**src/design/mbrd_pkg.sv**
```systemverilog
// Shared constants for the Modbus RTU response deframer: status codes,
// function codes, frame lengths and CRC-16 parameters. No dependencies.
`default_nettype none

package mbrd_pkg;

  localparam int BUFFER_CAPACITY_DEF = 256;

  localparam int STATUS_W = 3;
  localparam int POS_W    = 8;
  localparam int FLEN_W   = 9;
  localparam int CRC_W    = 16;
  localparam int BYTE_W   = 8;

  localparam logic [STATUS_W-1:0] ST_IGNORED   = 3'd0;
  localparam logic [STATUS_W-1:0] ST_NEED_MORE = 3'd1;
  localparam logic [STATUS_W-1:0] ST_READY     = 3'd2;
  localparam logic [STATUS_W-1:0] ST_UNKNOWN   = 3'd3;
  localparam logic [STATUS_W-1:0] ST_MISMATCH  = 3'd4;
  localparam logic [STATUS_W-1:0] ST_OVERFLOW  = 3'd5;
  localparam logic [STATUS_W-1:0] ST_STARTED   = 3'd6;

  localparam int FC_EXCEPTION_BIT = 7;
  localparam logic [BYTE_W-1:0] FC_READ_FIRST  = 8'h01;
  localparam logic [BYTE_W-1:0] FC_READ_LAST   = 8'h04;
  localparam logic [BYTE_W-1:0] FC_WRITE_COIL  = 8'h05;
  localparam logic [BYTE_W-1:0] FC_WRITE_REG   = 8'h06;
  localparam logic [BYTE_W-1:0] FC_WRITE_COILS = 8'h0F;
  localparam logic [BYTE_W-1:0] FC_WRITE_REGS  = 8'h10;

  localparam int EXC_LEN      = 5;
  localparam int READ_HDR_LEN = 5;
  localparam int WRITE_LEN    = 8;
  localparam int HDR_BYTES    = 3;
  localparam int CRC_BYTES    = 2;

  localparam logic [CRC_W-1:0] CRC_INIT = 16'hFFFF;
  localparam logic [CRC_W-1:0] CRC_POLY = 16'hA001;

endpackage

`default_nettype wire

```
**src/design/mbrd_crc16.sv**
```systemverilog
// One-byte update of the reflected Modbus CRC-16.
// Depends on mbrd_pkg for the polynomial and widths.
`default_nettype none

module mbrd_crc16 (
  input  wire logic [mbrd_pkg::CRC_W-1:0]  crc_in,
  input  wire logic [mbrd_pkg::BYTE_W-1:0] data_in,
  output logic      [mbrd_pkg::CRC_W-1:0]  crc_out
);
  import mbrd_pkg::*;

  logic [CRC_W-1:0] c;

  always_comb begin
    c = crc_in ^ {{(CRC_W-BYTE_W){1'b0}}, data_in};
    for (int i = 0; i < BYTE_W; i++) begin
      if (c[0]) begin
        c = (c >> 1) ^ CRC_POLY;
      end else begin
        c = c >> 1;
      end
    end
    crc_out = c;
  end

endmodule

`default_nettype wire

```
**src/design/modbus_rtu_response_deframer_top.sv**
```systemverilog
// The result of a transaction is registered and valid the cycle after acceptance.
// Throughput: 1 byte per cycle, set by the combinational CRC byte update and the
// length compare; a stalled result register holds in_tready low.
// Reset (rst_n low, synchronous): no request pending, empty frame, CRC at 0xFFFF,
// result register empty. Depends on mbrd_pkg and mbrd_crc16.
`default_nettype none

module modbus_rtu_response_deframer_top #(
  parameter int BUFFER_CAPACITY = mbrd_pkg::BUFFER_CAPACITY_DEF
) (
  input  wire logic        clk,
  input  wire logic        rst_n,
  input  wire logic        in_tvalid,
  output logic             in_tready,
  input  wire logic [7:0]  in_tdata,   // [7:0] data_byte
  input  wire logic [0:0]  in_tuser,   // [0] mode
  output logic             out_tvalid,
  input  wire logic        out_tready,
  output logic      [39:0] out_tdata,  // [7:0] byte_position, [16:8] frame_length,
                                       // [32:17] computed_crc, [39:33] zero
  output logic      [2:0]  out_tuser   // [2:0] status
);
  import mbrd_pkg::*;

  localparam int CNT_W = $clog2(BUFFER_CAPACITY + 1);
  localparam int CMP_W = (CNT_W > FLEN_W) ? CNT_W : FLEN_W;

  logic                pending_r, pending_nxt;
  logic [CNT_W-1:0]    count_r, count_nxt;
  logic [BYTE_W-1:0]   fc_r, fc_nxt;
  logic [BYTE_W-1:0]   lb_r, lb_nxt;
  logic [CRC_W-1:0]    crc_r, crc_nxt;
  logic [BYTE_W-1:0]   crc_lo_r, crc_lo_nxt;

  logic                out_valid_r;
  logic [STATUS_W-1:0] out_status_r, status;
  logic [POS_W-1:0]    out_pos_r, pos;
  logic [FLEN_W-1:0]   out_flen_r, flen;
  logic [CRC_W-1:0]    out_crc_r, crc_o;

  logic                in_acc;
  logic [CRC_W-1:0]    crc_upd;
  logic [FLEN_W-1:0]   exp_len;
  logic [CMP_W-1:0]    pos_ext, crc_pos;
  logic [BYTE_W-1:0]   byte_in;

  assign byte_in   = in_tdata;
  assign in_tready = !out_valid_r || out_tready;
  assign in_acc    = in_tvalid && in_tready;

  mbrd_crc16 u_crc (
    .crc_in  (crc_r),
    .data_in (byte_in),
    .crc_out (crc_upd)
  );

  always_comb begin
    if (fc_r[FC_EXCEPTION_BIT]) begin
      exp_len = FLEN_W'(EXC_LEN);
    end else if (fc_r >= FC_READ_FIRST && fc_r <= FC_READ_LAST) begin
      exp_len = FLEN_W'(READ_HDR_LEN) + FLEN_W'(lb_r);
    end else if (fc_r == FC_WRITE_COIL || fc_r == FC_WRITE_REG ||
                 fc_r == FC_WRITE_COILS || fc_r == FC_WRITE_REGS) begin
      exp_len = FLEN_W'(WRITE_LEN);
    end else begin
      exp_len = '0;
    end
  end

  assign pos_ext = CMP_W'(count_r);
  assign crc_pos = CMP_W'(exp_len) - CMP_W'(CRC_BYTES);

  always_comb begin
    pending_nxt = pending_r;
    count_nxt   = count_r;
    fc_nxt      = fc_r;
    lb_nxt      = lb_r;
    crc_nxt     = crc_r;
    crc_lo_nxt  = crc_lo_r;
    status      = ST_IGNORED;
    pos         = '0;
    flen        = '0;
    crc_o       = '0;
    if (in_tuser[0]) begin
      pending_nxt = 1'b1;
      count_nxt   = '0;
      fc_nxt      = '0;
      lb_nxt      = '0;
      crc_nxt     = CRC_INIT;
      crc_lo_nxt  = '0;
      status      = ST_STARTED;
    end else if (!pending_r) begin
      status = ST_IGNORED;
    end else if (count_r >= CNT_W'(BUFFER_CAPACITY)) begin
      pos        = pos_ext[POS_W-1:0];
      count_nxt  = '0;
      fc_nxt     = '0;
      lb_nxt     = '0;
      crc_nxt    = CRC_INIT;
      crc_lo_nxt = '0;
      status     = ST_OVERFLOW;
    end else begin
      pos       = pos_ext[POS_W-1:0];
      count_nxt = count_r + CNT_W'(1);
      if (count_r == CNT_W'(1)) begin
        fc_nxt = byte_in;
      end
      if (count_r == CNT_W'(2)) begin
        lb_nxt = byte_in;
      end
      if (count_r < CNT_W'(HDR_BYTES)) begin
        crc_nxt = crc_upd;
        status  = ST_NEED_MORE;
      end else if (exp_len == '0) begin
        count_nxt  = '0;
        fc_nxt     = '0;
        lb_nxt     = '0;
        crc_nxt    = CRC_INIT;
        crc_lo_nxt = '0;
        status     = ST_UNKNOWN;
      end else begin
        flen = exp_len;
        if (pos_ext < crc_pos) begin
          crc_nxt = crc_upd;
          status  = ST_NEED_MORE;
        end else if (pos_ext == crc_pos) begin
          crc_lo_nxt = byte_in;
          status     = ST_NEED_MORE;
        end else begin
          crc_o = crc_r;
          if ({byte_in, crc_lo_r} == crc_r) begin
            status      = ST_READY;
            pending_nxt = 1'b0;
          end else begin
            status = ST_MISMATCH;
          end
          count_nxt  = '0;
          fc_nxt     = '0;
          lb_nxt     = '0;
          crc_nxt    = CRC_INIT;
          crc_lo_nxt = '0;
        end
      end
    end
  end

  always_ff @(posedge clk) begin
    if (!rst_n) begin
      pending_r <= 1'b0;
      count_r   <= '0;
      fc_r      <= '0;
      lb_r      <= '0;
      crc_r     <= CRC_INIT;
      crc_lo_r  <= '0;
    end else if (in_acc) begin
      pending_r <= pending_nxt;
      count_r   <= count_nxt;
      fc_r      <= fc_nxt;
      lb_r      <= lb_nxt;
      crc_r     <= crc_nxt;
      crc_lo_r  <= crc_lo_nxt;
    end
  end

  always_ff @(posedge clk) begin
    if (!rst_n) begin
      out_valid_r <= 1'b0;
    end else if (in_acc) begin
      out_valid_r <= 1'b1;
    end else if (out_tready) begin
      out_valid_r <= 1'b0;
    end
  end

  always_ff @(posedge clk) begin
    if (in_acc) begin
      out_status_r <= status;
      out_pos_r    <= pos;
      out_flen_r   <= flen;
      out_crc_r    <= crc_o;
    end
  end

  assign out_tvalid = out_valid_r;
  assign out_tuser  = out_status_r;
  assign out_tdata  = {7'd0, out_crc_r, out_flen_r, out_pos_r};

endmodule

`default_nettype wire

```
**config.mk**
```make
export PLATFORM = sky130hd
export DESIGN_NAME = modbus_rtu_response_deframer_top
export DESIGN_NICKNAME = d
export VERILOG_FILES = /design/src/design/mbrd_pkg.sv /design/src/design/mbrd_crc16.sv /design/src/design/modbus_rtu_response_deframer_top.sv
export SDC_FILE = /design/constraint.sdc
export NUM_CORES = 1
export LEC_CHECK = 0
export ABC_CLOCK_PERIOD_IN_PS = 8450
export BUFFER_PORTS_ARGS = -buffer_cell sky130_fd_sc_hd__buf_2
export CORE_MARGIN = 5
export CORE_UTILIZATION = 57
export DETAILED_ROUTE_END_ITERATION = 8
export GPL_TIMING_DRIVEN = 0
export HOLD_SLACK_MARGIN = 0.08
export PLACE_DENSITY = 0.79
export REMOVE_ABC_BUFFERS = 1
export SYNTH_ARGS = -nofsm -noshare
export SYNTH_HDL_FRONTEND = slang
export SYNTH_SLANG_ARGS = --single-unit
export TNS_END_PERCENT = 20
```
**constraint.sdc**
```tcl
create_clock -name clk -period 8.45 [get_ports clk]
set_clock_uncertainty 0.1 [all_clocks]
set_input_delay 0.845 -clock clk [delete_from_list [all_inputs] [get_ports clk]]
set_output_delay 0.845 -clock clk [all_outputs]
set_load 0.01 [all_outputs]
```
==> impl_metrics.env <==
export IMPL_outcome="finished clean"
export IMPL_cap_violations=0
export IMPL_tightest_slew_ns=0.868
export IMPL_path_cells="nor2_1 > nand3_2 > nor4_1 > nand2_1 > ha_1 > nor2b_1 > a211oi_1 > a21oi_1 > ha_1 > nor3_1 > or3_1 > a21o_1 > a21oi_1 > a211oi_2 > or2_4 > a32o_1"
export IMPL_finish_net_count=484
export IMPL_clock_root_buffer="clkbuf_8"
export IMPL_cp_required_ns=8.59
export IMPL_r2r_end="fc_r[4]"
export IMPL_netSwitchingPower_uw=190
export IMPL_diodes=0
export IMPL_drt_iter0_markers=159
export IMPL_port_buffers=50
export IMPL_cts_inserted_buffers=9
export IMPL_dieArea_um2=9740
export IMPL_max_clock_freq_mhz=204
export IMPL_r2r_start="fc_r[3]"
export IMPL_rows=32
export IMPL_wire_per_inst_um=16.0
export IMPL_ios=58
export IMPL_finish_utilization=0.641
export IMPL_setup_viol=0
export IMPL_synth_flop_cell="dfxtp_1"
export IMPL_endpoint="fc_r[4]"
export IMPL_dp_cells=547
export IMPL_cp_slowest_stage_delay_ns=0.68
export IMPL_start_util=0.583
export IMPL_yosysSeqAreaShare=0.469
export IMPL_hold_path_class="reg -> reg"
export IMPL_cp_start_kind="flip-flop"
export IMPL_synth_async_reset_ratio=0
export IMPL_reg2regPathDepth=16
export IMPL_hpwlAfterDp_um=6780
export IMPL_grt_first_pass_wirelength_um=15200
export IMPL_rsz0062_at_grt="no"
export IMPL_worst_setup_path_type="reg -> reg"
export IMPL_num_fill_cells=639
export IMPL_layout_drive_gt1_share=0.197
export IMPL_synth_edff_count=36
export IMPL_postCtsSetupBuffers=0
export IMPL_sw_frac_of_total=0.242
export IMPL_drt_first_pass_iters=4
export IMPL_grt_max_degree=39
export IMPL_max_vdd_ir_drop_mv=0.0909
export IMPL_power_leakage_nw=1.90
export IMPL_p_int_uw=596
export IMPL_die_w_um=98.7
export IMPL_ant_nets=0
export IMPL_cp_arrival_ns=5.05
export IMPL_finalHoldViolCount=0
export IMPL_yosys_warnings=0
export IMPL_cp_end_kind="flip-flop"
export IMPL_cts_resized=0
export IMPL_slew_viol_final=0
export IMPL_power_density_nw_per_um2=159
export IMPL_synthToLayoutAreaGrowth_pct=9.87
export IMPL_reg2reg_setup_slack_ns=3.54
export IMPL_drc_errors=0
export IMPL_clk_pin_slew_worst_paths_ns=0.09
export IMPL_antenna_found_initial=0
export IMPL_grt_total_usage=0.189
export IMPL_synth_top_area_share=0.241
export IMPL_gp_routability_congestion=0.862
export IMPL_grt_overflow=0
export IMPL_final_cells=563
export IMPL_worst_path_max_delay_cell="nor4_1"
export IMPL_synth_area_um2=4490
export IMPL_clkLatencyLatePin_ns=0.35
export IMPL_cts_htree_levels=3
export IMPL_via_per_inst=5.75
export IMPL_fin_crit_sh=0.581
export IMPL_fin_area_um2=4930
export IMPL_seq_power_share=0.573
export IMPL_tns_ns=0
export IMPL_yosysTopAreaCell="edfxtp_1"
export IMPL_syn_area_per_cell_um2=11.0
export IMPL_finalWirelength_um=9030
export IMPL_period_minus_slack_ns=4.91
export IMPL_ys_seq_elements=87
export IMPL_cts_tree="yes"
export IMPL_synthTopCellsByArea="edfxtp_1 (24%), dfxtp_1 (23%), xnor2_1 (7.6%)"
export IMPL_postPlaceCellArea_um2=4750
export IMPL_cts_buffer_depth=2
export IMPL_num_vias=3240
export IMPL_worst_path_max_fanout=21
export IMPL_cts_sinks=87
export IMPL_combinationalPowerShare=0.086
export IMPL_slew_headroom=0.416
export IMPL_hold_buffers=0
export IMPL_grt_pass1_vias=3167
export IMPL_startpoint="fc_r[3]"
export IMPL_ys_types=67
export IMPL_die_h_um=98.7
export IMPL_syn_inst=408
export IMPL_power_frac_clock=0.341
export IMPL_core_area_um2=7690
## cell usage after synthesis (all sizes together) (2+ instances only)
library cell / number
o22ai: 5
nand2: 26
clkbuf: 4
o21a: 3
and3: 4
xor2: 9
dfxtp: 51
nand4: 7
o41ai: 2
nand2b: 5
buf: 14
a21boi: 2
nand3: 10
nor2: 30
a21o: 4
ha: 15
xnor2: 39
nor4: 5
o22a: 16
a22o: 5
or2: 4
edfxtp: 36
o21ai: 5
and2: 31
or4: 2
or3: 3
o21bai: 3
nor2b: 4
nor3: 6
a32o: 24
a211oi: 3
inv: 5
a21oi: 9
## worst min-delay path by stage
stage	startpoint	end	slack (ns)	cells past startpoint
2_1_floorplan	lb_r[7]	lb_r[7]	0.38	1
3_3_place_gp	fc_r[6]	fc_r[6]	0.39	1
3_5_place_dp	fc_r[6]	fc_r[6]	0.41	1
4_1_cts	fc_r[6]	fc_r[6]	0.43	1
5_1_grt	crc_lo_r[4]	crc_lo_r[4]	0.45	1
6_report	crc_lo_r[0]	crc_lo_r[0]	0.42	1
## flip-flops by register name, summed over array words and instances (netlist names), 3 cells and up
signal / flops
crc_r: 16
lb_r: 8
out_pos_r: 8
count_r: 9
out_crc_r: 16
fc_r: 8
out_tuser: 3
out_flen_r: 9
crc_lo_r: 8
## stage by stage
| step | hold slack, ns | total power [mW] | setup slack (ns) |
|---|---|---|---|
| final | 0.424 | 0.786 | 3.54 |
| after detailed placement | 0.407 | 0.528 | 3.58 |
| after CTS | 0.429 | 0.791 | 3.58 |
| after global placement | 0.390 | 0.526 | 3.67 |
| after floorplan | 0.378 | 0.504 | 4.25 |
| after global routing | 0.450 | 0.815 | 3.18 |
## metal layers
metal	vias up	part of all wire	routed length (um)	global-route usage
li1	1597	-	-	-
met1	1578	0.46	4190	0.249
met2	56	0.49	4400	0.323
met3	9	0.039	350	0.0290
met4	0	0.0096	87	0.0536
met5	-	0	0	0
## worst max-delay path, delay by kind of cell (launching register included)
family,cells,cell delay (ns)
flip-flops,1,0.35
AO/OA/AOI/OAI,6,1.53
adder cells (fa/ha/maj),2,0.59
AND/OR/NAND/NOR,8,2.20
## cells in the final DEF (no fill, tap or decap), types with 9 or more instances in the layout
| cell type | synthesis | final |
|---|---|---|
| edfxtp_1 | 36 | 36 |
| buf_2 | 1 | 50 |
| nand3_1 | 9 | 9 |
| xor2_1 | 9 | 9 |
| clkbuf_8 | 0 | 11 |
| nor2_1 | 30 | 30 |
| xnor2_1 | 39 | 39 |
| ha_1 | 15 | 15 |
| o22a_1 | 16 | 16 |
| nand2_1 | 25 | 25 |
| dfxtp_1 | 51 | 51 |
| a32o_1 | 24 | 24 |
| and2_1 | 30 | 30 |
## power by group through the flow
stage / sequential, mW / clock (mW) / combinational (mW)
2_1_floorplan: 0.465 / 0 / 0.0390
3_3_place_gp: 0.460 / 0 / 0.0661
3_5_place_dp: 0.461 / 0 / 0.0675
4_1_cts: 0.451 / 0.273 / 0.0678
5_1_grt: 0.452 / 0.290 / 0.0737
6_report: 0.451 / 0.268 / 0.0676
## final cells by class
cell class                      count  area, um2  area share
Multi-Input combinational cell    303       2250       0.456
Timing Repair Buffer               50        250      0.0508
Tap cell                          102        128      0.0259
Clock inverter                      4       26.3     0.00533
Inverter                            5       18.8     0.00381
Sequential cell                    87       2100       0.427
Clock buffer                       12        155      0.0315
## logic make-up (layout without fill, tap and decap cells)
family | after synthesis | in the layout | synth area share
AOI/OAI and AO/OA | 91 | 91 | 0.185
xor gates and xnor gates | 48 | 48 | 0.0937
adders and majority gates | 15 | 15 | 0.0418
buffers and inverters | 24 | 71 | 0.0351
DFF | 87 | 87 | 0.469
muxes | 1 | 1 | 0.00335
other | 1 | 7 | 0.000836
and+or+nand+nor | 141 | 141 | 0.171
Power figures use the tool's default switching activity.
